===== src/sv/tsmrd_pkg.sv =====
// Shared types, widths and codes for the trigger state decoder.
`default_nettype none

package tsmrd_pkg;

  // Capacity and channel limits
  localparam int STATE_LIMIT   = 1024;
  localparam int CHANNEL_LIMIT = 16;

  // Field widths
  localparam int ID_W      = 10;  // state number / decoded index width
  localparam int CH_W      = 6;
  localparam int MODE_W    = 2;
  localparam int CNT_W     = 11;  // frequency / waveform count, divider remainder
  localparam int P1_W      = CH_W + 1;
  localparam int P2_W      = 2 * CNT_W;
  localparam int TOT_W     = P1_W + P2_W;
  localparam int OUT_TOT_W = 11;
  localparam int STAT_W    = 3;

  // APB port
  localparam int ADDR_W = 5;
  localparam int DATA_W = 32;
  localparam int IDX_LO = 2;
  localparam int IDX_W  = 3;

  // Pipeline shape
  localparam int BITS_PER_STAGE = 2;
  localparam int DIV_STAGES     = ID_W / BITS_PER_STAGE;
  localparam int CHECK_STAGES   = 3;
  localparam int PIPE_LAT       = CHECK_STAGES + 2 * DIV_STAGES + 1;

  localparam logic [MODE_W-1:0] POL_BOTH = 2'd2;
  localparam logic [MODE_W-1:0] POL_BAD  = 2'd3;

  typedef enum logic [STAT_W-1:0] {
    ST_OK        = 3'd0,
    ST_NOT_CFG   = 3'd1,
    ST_BAD_PARAM = 3'd2,
    ST_CAPACITY  = 3'd3,
    ST_RANGE     = 3'd4
  } status_t;

  typedef enum logic [IDX_W-1:0] {
    REG_MAP_EN     = 3'd0,
    REG_CH_COUNT   = 3'd1,
    REG_POL_MODE   = 3'd2,
    REG_FREQ_COUNT = 3'd3,
    REG_WAVE_COUNT = 3'd4
  } reg_idx_t;

  typedef struct packed {
    logic              map_en;
    logic [CH_W-1:0]   ch;
    logic [MODE_W-1:0] mode;
    logic [CNT_W-1:0]  freq;
    logic [CNT_W-1:0]  wave;
  } cfg_t;

  // Sideband carried through the divider stages
  typedef struct packed {
    status_t              status;
    logic [OUT_TOT_W-1:0] total;
    logic [ID_W-1:0]      wave;
  } side_t;

endpackage

`default_nettype wire


===== src/sv/tsmrd_check.sv =====
// Configuration check, state total and range check over three register stages.
`default_nettype none

module tsmrd_check import tsmrd_pkg::*; (
  input  logic                 clk,
  input  logic                 rst,
  input  logic                 in_valid,
  input  logic [ID_W-1:0]      in_id,
  input  cfg_t                 cfg,
  output logic                 out_valid,
  output logic [ID_W-1:0]      out_id,
  output status_t              out_status,
  output logic [OUT_TOT_W-1:0] out_total
);

  // stage a: parameter check, partial products
  logic              va;
  logic [ID_W-1:0]   id_a;
  status_t           st_a;
  logic [P1_W-1:0]   p1_a;
  logic [P2_W-1:0]   p2_a;
  // stage b: full total
  logic              vb;
  logic [ID_W-1:0]   id_b;
  status_t           st_b;
  logic [TOT_W-1:0]  tot_b;

  status_t st_a_next;
  status_t st_c_next;
  logic    bad_param;

  always_comb begin
    bad_param = (cfg.ch == '0) || (cfg.ch > CH_W'(CHANNEL_LIMIT)) ||
                (cfg.mode == POL_BAD) || (cfg.freq == '0) || (cfg.wave == '0);
    if (!cfg.map_en) begin
      st_a_next = ST_NOT_CFG;
    end else if (bad_param) begin
      st_a_next = ST_BAD_PARAM;
    end else begin
      st_a_next = ST_OK;
    end
  end

  always_comb begin
    if (st_b != ST_OK) begin
      st_c_next = st_b;
    end else if (tot_b > TOT_W'(STATE_LIMIT)) begin
      st_c_next = ST_CAPACITY;
    end else if ({{(TOT_W-ID_W){1'b0}}, id_b} >= tot_b) begin
      st_c_next = ST_RANGE;
    end else begin
      st_c_next = ST_OK;
    end
  end

  always_ff @(posedge clk) begin
    if (rst) begin
      va        <= 1'b0;
      vb        <= 1'b0;
      out_valid <= 1'b0;
    end else begin
      va        <= in_valid;
      vb        <= va;
      out_valid <= vb;
    end
  end

  always_ff @(posedge clk) begin
    id_a <= in_id;
    st_a <= st_a_next;
    p1_a <= (cfg.mode == POL_BOTH) ? {cfg.ch, 1'b0} : {1'b0, cfg.ch};
    p2_a <= cfg.freq * cfg.wave;

    id_b  <= id_a;
    st_b  <= st_a;
    tot_b <= p1_a * p2_a;

    out_id     <= id_b;
    out_status <= st_c_next;
    // only an ok or out-of-range item reports its total
    out_total  <= (st_c_next == ST_OK || st_c_next == ST_RANGE) ?
                  tot_b[OUT_TOT_W-1:0] : '0;
  end

endmodule

`default_nettype wire


===== src/sv/tsmrd_div_stage.sv =====
// One registered stage of a restoring divider, two quotient bits per stage.
`default_nettype none

module tsmrd_div_stage import tsmrd_pkg::*; (
  input  logic             clk,
  input  logic             rst,
  input  logic             in_valid,
  input  logic [CNT_W-1:0] divisor,
  input  logic [CNT_W-1:0] in_rem,
  input  logic [ID_W-1:0]  in_dq,
  input  side_t            in_side,
  output logic             out_valid,
  output logic [CNT_W-1:0] out_rem,
  output logic [ID_W-1:0]  out_dq,
  output side_t            out_side
);

  // dq: remaining dividend bits on top, quotient bits shifted in below
  logic [CNT_W-1:0] rem_w;
  logic [ID_W-1:0]  dq_w;
  logic [CNT_W-1:0] trial;

  always_comb begin
    rem_w = in_rem;
    dq_w  = in_dq;
    trial = '0;
    for (int i = 0; i < BITS_PER_STAGE; i++) begin
      // partial remainder never exceeds the 10-bit dividend, top bit is free
      trial = {rem_w[CNT_W-2:0], dq_w[ID_W-1]};
      dq_w  = {dq_w[ID_W-2:0], 1'b0};
      if (trial >= divisor) begin
        rem_w   = trial - divisor;
        dq_w[0] = 1'b1;
      end else begin
        rem_w = trial;
      end
    end
  end

  always_ff @(posedge clk) begin
    if (rst) begin
      out_valid <= 1'b0;
    end else begin
      out_valid <= in_valid;
    end
  end

  always_ff @(posedge clk) begin
    out_rem  <= rem_w;
    out_dq   <= dq_w;
    out_side <= in_side;
  end

endmodule

`default_nettype wire


===== src/sv/trigger_state_mixed_radix_decode.sv =====
// Top level of the trigger state decoder: APB registers, check stages, divider pipeline.
`default_nettype none

// Pipeline: done rises once the start transaction has passed 3 check stages,
//   10 divider stages at two quotient bits each and 1 output register.
// Throughput: one transaction per cycle; busy is never raised, and the result
//   side cannot stall, so every transaction leaves exactly one result strobe.
// Reset (rst, synchronous): clears all configuration registers and every
//   pipeline valid bit; items in flight are dropped.
module trigger_state_mixed_radix_decode import tsmrd_pkg::*; (
  input  logic                 clk,
  input  logic                 rst,
  // item transaction
  input  logic                 start,
  output logic                 busy,
  input  logic [ID_W-1:0]      state_number,
  // result transaction
  output logic                 done,
  output logic [STAT_W-1:0]    status,
  output logic [CH_W-1:0]      switch_channel,
  output logic                 second_switch_select,
  output logic                 polarity,
  output logic [ID_W-1:0]      frequency_index,
  output logic [ID_W-1:0]      waveform_index,
  output logic [OUT_TOT_W-1:0] state_total,
  // configuration port
  input  logic                 psel,
  input  logic                 penable,
  input  logic                 pwrite,
  input  logic [ADDR_W-1:0]    paddr,
  input  logic [DATA_W-1:0]    pwdata,
  output logic [DATA_W-1:0]    prdata,
  output logic                 pready
);

  // ---------------------------------------------------------------------------
  // Configuration registers. The user must write them only with the pipeline
  // empty (the block does not enforce it), so every stage may read these directly.
  // ---------------------------------------------------------------------------
  cfg_t     cfg;
  reg_idx_t reg_sel;
  logic     wr_en;

  assign pready  = 1'b1;
  assign reg_sel = reg_idx_t'(paddr[IDX_LO +: IDX_W]);
  assign wr_en   = psel && penable && pwrite && pready;

  always_ff @(posedge clk) begin
    if (rst) begin
      cfg <= '0;
    end else if (wr_en) begin
      case (reg_sel)
        REG_MAP_EN:     cfg.map_en <= pwdata[0];
        REG_CH_COUNT:   cfg.ch     <= pwdata[CH_W-1:0];
        REG_POL_MODE:   cfg.mode   <= pwdata[MODE_W-1:0];
        REG_FREQ_COUNT: cfg.freq   <= pwdata[CNT_W-1:0];
        REG_WAVE_COUNT: cfg.wave   <= pwdata[CNT_W-1:0];
        default: ;  // addresses past the register list are ignored
      endcase
    end
  end

  always_comb begin
    case (reg_sel)
      REG_MAP_EN:     prdata = {{(DATA_W-1){1'b0}}, cfg.map_en};
      REG_CH_COUNT:   prdata = {{(DATA_W-CH_W){1'b0}}, cfg.ch};
      REG_POL_MODE:   prdata = {{(DATA_W-MODE_W){1'b0}}, cfg.mode};
      REG_FREQ_COUNT: prdata = {{(DATA_W-CNT_W){1'b0}}, cfg.freq};
      REG_WAVE_COUNT: prdata = {{(DATA_W-CNT_W){1'b0}}, cfg.wave};
      default:        prdata = '0;
    endcase
  end

  // ---------------------------------------------------------------------------
  // Front end: status and state total. The pipeline never holds off input.
  // ---------------------------------------------------------------------------
  logic                 acc;
  logic                 chk_valid;
  logic [ID_W-1:0]      chk_id;
  status_t              chk_status;
  logic [OUT_TOT_W-1:0] chk_total;

  assign busy = 1'b0;
  assign acc  = start && !busy;

  tsmrd_check u_check (
    .clk        (clk),
    .rst        (rst),
    .in_valid   (acc),
    .in_id      (state_number),
    .cfg        (cfg),
    .out_valid  (chk_valid),
    .out_id     (chk_id),
    .out_status (chk_status),
    .out_total  (chk_total)
  );

  // ---------------------------------------------------------------------------
  // Divider chain. First DIV_STAGES stages: id / waveform_count, remainder is
  // the waveform index. Next DIV_STAGES: quotient / frequency_count, remainder
  // is the frequency index, quotient holds polarity and channel digits.
  // On a bad configuration the divisor may be zero; the result is zeroed later.
  // ---------------------------------------------------------------------------
  localparam int NSTG = 2 * DIV_STAGES;

  logic             si_valid [NSTG];
  logic [CNT_W-1:0] si_rem   [NSTG];
  logic [ID_W-1:0]  si_dq    [NSTG];
  side_t            si_side  [NSTG];
  logic             so_valid [NSTG];
  logic [CNT_W-1:0] so_rem   [NSTG];
  logic [ID_W-1:0]  so_dq    [NSTG];
  side_t            so_side  [NSTG];

  for (genvar j = 0; j < NSTG; j++) begin : g_div
    if (j == 0) begin : g_first
      assign si_valid[j] = chk_valid;
      assign si_rem[j]   = '0;
      assign si_dq[j]    = chk_id;
      assign si_side[j]  = '{status: chk_status, total: chk_total, wave: '0};
    end else if (j == DIV_STAGES) begin : g_hand
      // waveform digit done: keep remainder, divide the quotient again
      assign si_valid[j] = so_valid[j-1];
      assign si_rem[j]   = '0;
      assign si_dq[j]    = so_dq[j-1];
      assign si_side[j]  = '{status: so_side[j-1].status,
                             total:  so_side[j-1].total,
                             wave:   so_rem[j-1][ID_W-1:0]};
    end else begin : g_mid
      assign si_valid[j] = so_valid[j-1];
      assign si_rem[j]   = so_rem[j-1];
      assign si_dq[j]    = so_dq[j-1];
      assign si_side[j]  = so_side[j-1];
    end

    tsmrd_div_stage u_stage (
      .clk       (clk),
      .rst       (rst),
      .in_valid  (si_valid[j]),
      .divisor   ((j < DIV_STAGES) ? cfg.wave : cfg.freq),
      .in_rem    (si_rem[j]),
      .in_dq     (si_dq[j]),
      .in_side   (si_side[j]),
      .out_valid (so_valid[j]),
      .out_rem   (so_rem[j]),
      .out_dq    (so_dq[j]),
      .out_side  (so_side[j])
    );
  end

  // ---------------------------------------------------------------------------
  // Output stage: in both-polarity mode split polarity off the last quotient,
  // channel counts from 1, zero every decoded field unless status is ok.
  // ---------------------------------------------------------------------------
  logic [ID_W-1:0] q_last;
  side_t           side_last;
  logic            ok_last;
  logic [ID_W:0]   chan_full;
  logic            pol_dec;

  assign q_last    = so_dq[NSTG-1];
  assign side_last = so_side[NSTG-1];
  assign ok_last   = (side_last.status == ST_OK);

  always_comb begin
    if (cfg.mode == POL_BOTH) begin
      pol_dec   = q_last[0];
      chan_full = {2'b00, q_last[ID_W-1:1]} + (ID_W+1)'(1);
    end else begin
      pol_dec   = cfg.mode[0];
      chan_full = {1'b0, q_last} + (ID_W+1)'(1);
    end
  end

  always_ff @(posedge clk) begin
    if (rst) begin
      done <= 1'b0;
    end else begin
      done <= so_valid[NSTG-1];
    end
  end

  always_ff @(posedge clk) begin
    status               <= side_last.status;
    state_total          <= side_last.total;
    switch_channel       <= ok_last ? chan_full[CH_W-1:0] : '0;
    polarity             <= ok_last && pol_dec;
    second_switch_select <= ok_last && pol_dec;
    frequency_index      <= ok_last ? so_rem[NSTG-1][ID_W-1:0] : '0;
    waveform_index       <= ok_last ? side_last.wave : '0;
  end

endmodule

`default_nettype wire


===== config.mk =====
export PLATFORM = sky130hd
export DESIGN_NAME = trigger_state_mixed_radix_decode
export DESIGN_NICKNAME = d
export VERILOG_FILES = /design/src/sv/tsmrd_pkg.sv /design/src/sv/tsmrd_check.sv /design/src/sv/tsmrd_div_stage.sv /design/src/sv/trigger_state_mixed_radix_decode.sv
export SDC_FILE = /design/constraint.sdc
export NUM_CORES = 1
export LEC_CHECK = 0
export ABC_AREA = 1
export BUFFER_PORTS_ARGS = -buffer_cell sky130_fd_sc_hd__buf_2
export CORE_MARGIN = 3
export CORE_UTILIZATION = 65
export CTS_CLUSTER_DIAMETER = 150
export DETAILED_ROUTE_END_ITERATION = 16
export MAX_ROUTING_LAYER = met4
export PLACE_DENSITY_LB_ADDON = 0.3
export SLEW_MARGIN = 10
export SYNTH_ARGS = -nofsm -noshare
export SYNTH_HDL_FRONTEND = slang
export SYNTH_SLANG_ARGS = --single-unit

===== constraint.sdc =====
create_clock -name clk -period 7.9 [get_ports clk]
set_clock_uncertainty 0.05 [all_clocks]
set_input_delay 0 -clock clk [delete_from_list [all_inputs] [get_ports clk]]
set_output_delay 0 -clock clk [all_outputs]
set_load 0.03 [all_outputs]

# ---- Yosys cells after proc, flatten, opt, wreduce, memory -nomap -nowiden
# Cells that the tools add are included.
dict set report word_totals {
  register_bits 581
  input_bits 53
  word_cells 204
}
dict set report classes {
  addsub 22
  mul 2
  order_cmp 23
  n_eq_ne 7
  muxes 48
  reduce_logical 20
}
# cell n
set op_table {}
lappend op_table {{10-bit two-way mux} 20}
lappend op_table {{11-bit >= comparator} 18}
lappend op_table {{10-bit subtractor} 18}
lappend op_table {{11-bit case mux with 5 select lines} 1}
lappend op_table {{10-bit by 29-bit >= comparator with 1-bit output} 1}
lappend op_table {{29-bit by 11-bit greater-than comparator with 1-bit output, second input constant} 1}
lappend op_table {{7-bit by 22-bit multiplier with 29-bit output} 1}
lappend op_table {{1-bit by 11-bit >= comparator with 1-bit output} 2}
lappend op_table {{11-bit zero test} 2}
lappend op_table {{11-bit by 11-bit multiplier with 22-bit output} 1}
lappend op_table {{1-bit two-way mux} 21}
lappend op_table {{1-bit by 10-bit subtractor with 10-bit output} 2}
lappend op_table {{6-bit by 1-bit adder with 6-bit output, second input constant} 2}
lappend op_table {{6-bit two-way mux} 2}
lappend op_table {{2-bit AND reduction} 5}
lappend op_table {{3-bit zero test} 3}
lappend op_table {{3-bit two-way mux} 3}
lappend op_table {{3-bit by 2-bit == test with 1-bit output, second input constant} 2}
lappend op_table {{3-bit == test, second input constant} 2}
lappend op_table {{6-bit by 5-bit greater-than comparator with 1-bit output, second input constant} 1}
lappend op_table {{6-bit zero test} 1}
lappend op_table {{1-bit logical OR} 5}
lappend op_table {{2-bit == test, second input constant} 2}
lappend op_table {{3-bit by 1-bit == test with 1-bit output, second input constant} 1}
lappend op_table {{3 further kinds} 5}

# ---- Longest topological paths before layout
# Gate-level depths: netlist of run 1.
dict set report logic_depth {
  ltp_word 6
  mapped_depth 24
  depth_no_buf 23
}

# ---- Cells and area by module
# A second synthesis of run 1 with hierarchy kept.
dict set report unflattened {
  cells_unflattened 5261
  area_unflattened_um2 40645.2
}
# mod instances cells_each area_each_um2 seq_area_each_um2
set modules_own_cells {}
lappend modules_own_cells {{tsmrd_div_stage (g_div[4].u_stage ...)} 6 321 2551.2 920.9}
lappend modules_own_cells {tsmrd_check 1 1734 12702.2 2182.1}
lappend modules_own_cells {{tsmrd_div_stage (g_div[0].u_stage ...)} 3 314 2472.4 920.9}
lappend modules_own_cells {trigger_state_mixed_radix_decode 1 346 2750.1 1461.4}
lappend modules_own_cells {{tsmrd_div_stage (g_div[3].u_stage)} 1 313 2468.6 920.9}

# ---- Worst setup path after synthesis of run 1
# OpenSTA, ideal clock, no wires.
dict set report synth_path {
  path_type {reg2reg}
  startpoint {reg, netlist name cfg[11]}
  endpoint {reg u_check.p2_a[21]}
  setup_ps 112
  arrival_ps 4536
  required_ps 7738
  setup_slack_ps 3202
  stages_incl_launch_ff 17
  period_less_slack_ps 4698
  path_cell_list {dfxtp_1 clkbuf_1 nand2_1 fa_1 fa_1 fa_1 fa_1 fa_1 inv_1 ha_1 nand2_1 nor2_1 nand3_1 nand3_1 nand3_1 nand3_1 nand2_1}
}
dict set report synth_between {
  elab_chain_cells 1
}
# element line
set synth_lines {}
lappend synth_lines {{11-bit by 11-bit multiplier with 22-bit output} tsmrd_check.sv:72} ;# p2_a <= cfg.freq * cfg.wave;
lappend synth_lines {{end signal: assignment} tsmrd_check.sv:72}
lappend synth_lines {{end: declaration} tsmrd_check.sv:21} ;# logic [P2_W-1:0] p2_a;
# No other way between the ends.
# A chain may end at the register's enable or synchronous reset.

# ---- Worst setup path after layout of run 1
dict set report layout_path {
  startpoint {reg, netlist name cfg[14]}
  endpoint {reg u_check.p2_a[21]}
}
dict set report layout_between {
  elab_chain_cells 1
}
# element line
set layout_lines {}
lappend layout_lines {{11-bit by 11-bit multiplier with 22-bit output} tsmrd_check.sv:72}
# No other way between the ends.

==> flow_summary.ini, run 1 <==
[outcome]
status = finished, final reports clean

[synth]
synth-async-reset-ratio_pct = 0
yosysSeqAreaShare_pct = 31.6
ys.flop_type = dfxtp_1
avgSynthCellArea_um2 = 7.40
syn_area_mm2 = 0.0360
yosysTopAreaCell = dfxtp_1
synth-seq-cells = 568
synth.area.top_cells = dfxtp_1 (32%), nand2_1 (15%), ha_1 (11%)
synth_edf_count = 0
yosysTopAreaCellShare_pct = 31.6
synth_cells = 4873
synth_cell_types = 47
ys.warnings.count = 0

[timing]
finalCritPeriodShare_pct = 63.6
setup_ws_ps = 2880
hold_viol = 0
maxSlewViolCount = 0
hold_ws_ps = 168
rsz0062_at_grt = no
max_slew_margin_pct = 33.1
period_minus_slack_ps = 5020
setup_viol = 0
setup_tns_ps = 0
worstMarginPinSlew_ps = 1000
max_freq_mhz = 199

[clock_network]
cts_made_buffers = 56
cts_max_level = 2
post-cts-setup-buffers = 0
clock_sinks = 568
clkTransAtPathRegs_ps = 70
cts.path.max_buffers = 3
clock_latency_ps = 640
cts_tree = built
root_buffer = clkbuf_16

[final_layout]
fin_cells = 5790
nets = 5570
syn_to_final_growth_pct = 9.61
finalInstanceArea_mm2 = 0.0395
utilization_pct = 72.7
layout-drive-gt1-share_pct = 5.55

[detailed_routing]
first_pass_iters = 8
vias_per_cell = 5.15
postRouteAntennaNets = 0
post-route-drc-count = 0
avgRoutedWirePerCell_um = 14.7
wirelength_um = 85000
vias = 29798
drt-initial-drc-count = 2082

[critical_path]
end_kind = flip-flop
path_max_fanout = 15
crit_required_ps = 8340
reg2reg_to = u_check.p2_a[21]$_DFF_P_
r2r-start = cfg[14]$_SDFFE_PP0P_
critPathLaunchType = flip-flop
cp.arrival_ps = 5460
criticalPathCategory = flip-flop to flip-flop
r2r_slack_ps = 2880
r2r_cells = 17

[placed_design]
dp_hpwl_um = 64500
portBuffers = 83
dp_cells = 5638
pre_cts_ws_ps = 2970
gp_congestion = 0.961
placed_area_mm2 = 0.0370

[global_routing]
grt_overflow = 0
grt_start_max_net_pins = 46
antenna_found_initial = 5
grt_pass1_vias = 28884
grt_use_total_pct = 30.5
grt_pass1_wl_um = 140000

[worst_hold_path]
worstHoldPathCells = 5
hold_start = pwrite
hold_path_end = cfg[25]$_SDFFE_PP0P_
hp-class = input port to flip-flop

[power]
power_frac_comb_pct = 59.5
power.internal_mw = 8.86
sw_frac_of_total_pct = 46.2
p_sw_mw = 7.62
peakVddDrop_mv = 0.253
p_clk_share_pct = 17.4
leakage_nw = 22.2
total_power_mw = 16.5
p_per_area_mw_per_mm2 = 417
seq_power_share_pct = 23.1

[die]
rows = 85
die_area_mm2 = 0.0583
initial_core_util_pct = 66.3
dieHeight_um = 241
num_io_pins = 130
coreArea_mm2 = 0.0543
die_w_um = 241

[run]
drv_cap = 0
[registers in the layout, summed over array words and instances, names as in the netlist, 3 cells and up]
register / cells
u_check.tot_b: 29
state_total: 11
g_div.u_stage.out_dq: 86
g_div.u_stage.out_valid: 10
u_check.p1_a: 7
u_check.out_status: 3
switch_channel: 6
g_div.u_stage.out_rem: 100
u_check.out_total: 11
u_check.p2_a: 22
status: 3
g_div.u_stage.out_side: 190
cfg: 31
waveform_index: 10
u_check.out_id: 10
frequency_index: 10
u_check.id_a: 10
u_check.id_b: 10
[Yosys cell counts (3+ instances only)]
| cell type | instances |
|---|---|
| xor2_1 | 62 |
| o22ai_1 | 6 |
| a211oi_1 | 28 |
| buf_2 | 13 |
| a21oi_1 | 154 |
| fa_1 | 197 |
| clkbuf_1 | 49 |
| o221ai_1 | 5 |
| a21o_1 | 20 |
| nand4_1 | 36 |
| nand3b_1 | 38 |
| o21ai_0 | 28 |
| nor3_1 | 19 |
| inv_2 | 7 |
| nand3_1 | 344 |
| and2_1 | 74 |
| a21oi_2 | 4 |
| a21boi_0 | 11 |
| nor2_4 | 6 |
| nand2_1 | 1427 |
| o21bai_1 | 4 |
| nand2_4 | 19 |
| buf_4 | 27 |
| nor2_1 | 331 |
| inv_1 | 956 |
| nor2_2 | 7 |
| nor4b_1 | 3 |
| ha_1 | 320 |
| nand2_2 | 35 |
| dfxtp_1 | 568 |
| or2_2 | 3 |
| buf_6 | 4 |
| xnor2_1 | 48 |
[critical path: stages, from the launching register on]
cell and delay, ps:
dfxtp_1 730, nand2_1 110, inv_1 90, fa_1 440, fa_1 520, fa_1 520
fa_1 570, inv_1 70, fa_1 530, inv_1 40, ha_1 370, nand2_1 130
nor2_1 170, nand3_1 90, nand3_1 170, nand3_1 120, nand3_1 90, nand2_1 60
[cell families (layout without fill, tap and decap cells)]
family | Yosys count | after routing | synth area share [%]
fa+ha+maj | 517 | 517 | 22.1
buf+inv | 1061 | 1214 | 11.6
flops | 568 | 568 | 31.6
xor+xnor | 110 | 110 | 2.67
simple gates | 2349 | 2349 | 27.8
compound gates | 266 | 266 | 4.29
other cells | 2 | 27 | 0.0208
[how the worst max path moves through the flow]
stage / start / to / cells after the start
global route: cfg[1]$_SDFFE_PP0P_ / g_div[4].u_stage.out_rem[2]$_DFF_P_ / 20
floorplan: cfg[11]$_SDFFE_PP0P_ / u_check.p2_a[21]$_DFF_P_ / 16
CTS: cfg[4]$_SDFFE_PP0P_ / u_check.p2_a[20]$_DFF_P_ / 17
global placement: cfg[14]$_SDFFE_PP0P_ / u_check.p2_a[21]$_DFF_P_ / 17
detailed placement: cfg[4]$_SDFFE_PP0P_ / u_check.p2_a[21]$_DFF_P_ / 17
finish: cfg[14]$_SDFFE_PP0P_ / u_check.p2_a[21]$_DFF_P_ / 17
[power by group through the flow]
stage / registers [mW] / clock network, mW / logic (mW)
4_1_cts: 3.81 / 2.91 / 9.69
3_5_place_dp: 3.86 / 0 / 9.55
2_1_floorplan: 3.75 / 0 / 7.87
6_report: 3.81 / 2.87 / 9.80
5_1_grt: 3.85 / 3.02 / 11.2
3_3_place_gp: 3.84 / 0 / 9.42
[placed cells by master (no fill, tap or decap), drive strengths merged, types with 6 or more instances in the layout]
master       count
clkbuf          72
nand4           36
o22ai            6
clkinv          13
ha             320
a21o            20
bufinv           9
xnor2           48
nand3          345
inv            973
conb            23
nand2         1481
dfxtp          568
a211oi          29
a21oi          158
fa             197
xor2            62
and2            76
dlygate4sd3     43
buf            101
nor3            20
nand3b          38
a21boi          11
o21ai           30
nor2           344
[cell type report]
class                           instances  area, um^2
Multi-Input combinational cell       3265       20600
Fill cell                            4362       14800
Sequential cell                       568       11400
Inverter                              965        3620
Clock buffer                           72        1520
Timing Repair Buffer                  144         981
Tap cell                              739         925
Clock inverter                         33         493
Antenna cell                            4        10.0
[metal layers]
metal,global-route usage (%),vias to the layer above,routed length [um],part of all wire (%)
met2,50.9,862,39900,47
met5,-,-,0,0
li1,-,15064,-,-
met4,9.89,0,2760,3.2
met1,38.6,13671,37100,44
met3,4.26,201,5270,6.2
[what timing repair did]
action | in CTS | in global routing
gates resized for setup | 0 | 0
hold buffers | 43 | 0
hold endpoints to repair | 53 | 0
Power figures use the tool's default switching activity.
==> inputs of run 2 (changes only) <==
--- a/config.mk
+++ b/config.mk
@@ -8,7 +8,7 @@
 export ABC_AREA = 1
 export BUFFER_PORTS_ARGS = -buffer_cell sky130_fd_sc_hd__buf_2
 export CORE_MARGIN = 3
-export CORE_UTILIZATION = 65
+export CORE_UTILIZATION = 63
 export CTS_CLUSTER_DIAMETER = 150
 export DETAILED_ROUTE_END_ITERATION = 16
 export MAX_ROUTING_LAYER = met4
==> constraint.sdc (replaced) <==
create_clock -name clk -period 4.7 [get_ports clk]
set_clock_uncertainty 0.05 [all_clocks]
set_input_delay 0 -clock clk [delete_from_list [all_inputs] [get_ports clk]]
set_output_delay 0 -clock clk [all_outputs]
set_load 0.03 [all_outputs]
==> flow_summary.ini, run 2 (same netlist as run 1, synthesis figures left out) <==
[outcome]
status = finished, final reports clean

[detailed_routing]
first_pass_iters = 8
drt-initial-drc-count = 2128
vias = 30226
wirelength_um = 87500
postRouteAntennaNets = 0
post-route-drc-count = 0
vias_per_cell = 5.15
avgRoutedWirePerCell_um = 14.9

[die]
rows = 87
die_area_mm2 = 0.0601
dieHeight_um = 245
coreArea_mm2 = 0.0565
initial_core_util_pct = 63.8
num_io_pins = 130
die_w_um = 245

[global_routing]
grt_overflow = 0
grt_pass1_vias = 29380
grt_use_total_pct = 30.1
grt_start_max_net_pins = 46
antenna_found_initial = 3
grt_pass1_wl_um = 143000

[placed_design]
gp_congestion = 0.942
dp_cells = 5719
placed_area_mm2 = 0.0376
dp_hpwl_um = 68300
portBuffers = 83

[critical_path]
crit_required_ps = 5150
cp.arrival_ps = 4950
critPathLaunchType = flip-flop
path_max_fanout = 9
end_kind = flip-flop
criticalPathCategory = flip-flop to flip-flop

[power]
sw_frac_of_total_pct = 46.1
leakage_nw = 22.6
peakVddDrop_mv = 0.586
p_clk_share_pct = 17.2
p_per_area_mw_per_mm2 = 698
power_frac_comb_pct = 60.0
p_sw_mw = 12.9
power.internal_mw = 15.1
seq_power_share_pct = 22.8

[timing]
setup_viol = 0
max_freq_mhz = 222
finalCritPeriodShare_pct = 95.8
hold_viol = 0
period_minus_slack_ps = 4500
max_slew_margin_pct = 40.3
hold_ws_ps = 151
maxSlewViolCount = 0
worstMarginPinSlew_ps = 895

[final_layout]
mostFrequentLayoutCells = nand2_1 (1424), inv_1 (956), dfxtp_1 (545), nand3_1 (342), nor2_1 (330)
fin_cells = 5872
final_common_cell = nand2_1
layout-drive-gt1-share_pct = 7.43
syn_to_final_growth_pct = 11.5
regMostFlops = g_div.u_stage.out_side
largest_reg_flops = 190
nets = 5638
largest_registers = g_div.u_stage.out_side x190, g_div.u_stage.out_rem x100, g_div.u_stage.out_dq x86
finalInstanceArea_mm2 = 0.0402

[clock_network]
post-cts-setup-buffers = 0
cts_made_buffers = 58
cts_tree = built
clkTransAtPathRegs_ps = 60
cts_max_level = 2
root_buffer = clkbuf_16
cts.path.max_buffers = 3
clock_latency_ps = 660
clock_sinks = 568

[run]
drv_cap = 0

[worst_hold_path]
hp-class = input port to flip-flop
==> run 2: cell types whose count changed in the layout (fill, tap and decap cells not counted), moves of 3 or more <==
cell / change
buf_4: +62
dfxtp_4: +10
dfxtp_1: -23
inv_6: -4
ha_4: +4
nand2_2: +3
ha_1: -6
dfxtp_2: +13
nand2_1: -3
==> run 2: what timing repair did <==
action	CTS	global route
hold buffers	45	0
gates resized for setup	8	43
endpoints found under the hold margin	55	0
pin swaps	0	6
endpoints found under the setup margin	5	25
==> run 2: final timing paths <==
kind                                               from  slack, ps                               endpoint  cells past startpoint
setup reg to reg                    cfg[4]$_SDFFE_PP0P_        200               u_check.p2_a[18]$_DFF_P_                     17
setup / recovery                    cfg[4]$_SDFFE_PP0P_        200               u_check.p2_a[18]$_DFF_P_                     17
hold / removal                                pwdata[9]        150                   cfg[20]$_SDFFE_PP0P_                      4
hold reg to reg   g_div[7].u_stage.out_side[16]$_DFF_P_        260  g_div[8].u_stage.out_side[16]$_DFF_P_                      0
==> run 2: worst max-delay path: stages (launching register included) <==
cell and delay (ps):
dfxtp_4 400, nand2_1 90, fa_1 530, inv_1 50, fa_1 490, fa_1 500
fa_1 550, inv_1 70, fa_1 540, inv_1 50, ha_1 330, buf_4 160
nand3_1 70, nand3_1 140, a21boi_2 200, nand2_1 80, nand2_1 60, nand2_1 40
==> run 2: layout make-up <==
type	instances	area, um^2
fill	4603	16300
antenna	3	7.51
inverter	965	3620
multi-input combinational	3265	20700
tap	756	946
timing repair buffer	210	1500
clock inverter	27	423
sequential	568	11400
clock buffer	78	1610
==> run 2: per-stage QoR <==
| step | TNS [ps] | worst slack, ps | utilization (%) | power, mW |
|---|---|---|---|---|
| floorplan | 0 | 1.62 | - | 19.5 |
| global placement | 0 | 32.6 | 66.5 | 22.7 |
| detailed placement | -7.17 | -5.10 | 66.5 | 23.0 |
| CTS | 0 | 11.0 | 70.9 | 28.0 |
| global route | -14.5 | -12.1 | 71.1 | 30.7 |
| finish | 0 | 198 | 71.1 | 28.0 |
==> run 2: power by group through the flow <==
stage | registers [mW] | logic [mW] | clock network, mW
after global routing | 6.47 | 19.2 | 5.08
after floorplan | 6.31 | 13.2 | 0
after detailed placement | 6.49 | 16.5 | 0
after global placement | 6.47 | 16.3 | 0
after CTS | 6.40 | 16.7 | 4.91
final | 6.39 | 16.8 | 4.82
==> run 2: per-layer routing <==
layer / global-route usage (%) / share of wire (%) / vias to the layer above
met1: 38.2 / 44 / 14000
met2: 50.9 / 48 / 838
li1: - / - / 15204
met4: 9.57 / 3.1 / 0
met3: 3.16 / 5.5 / 184
met5: - / 0 / -
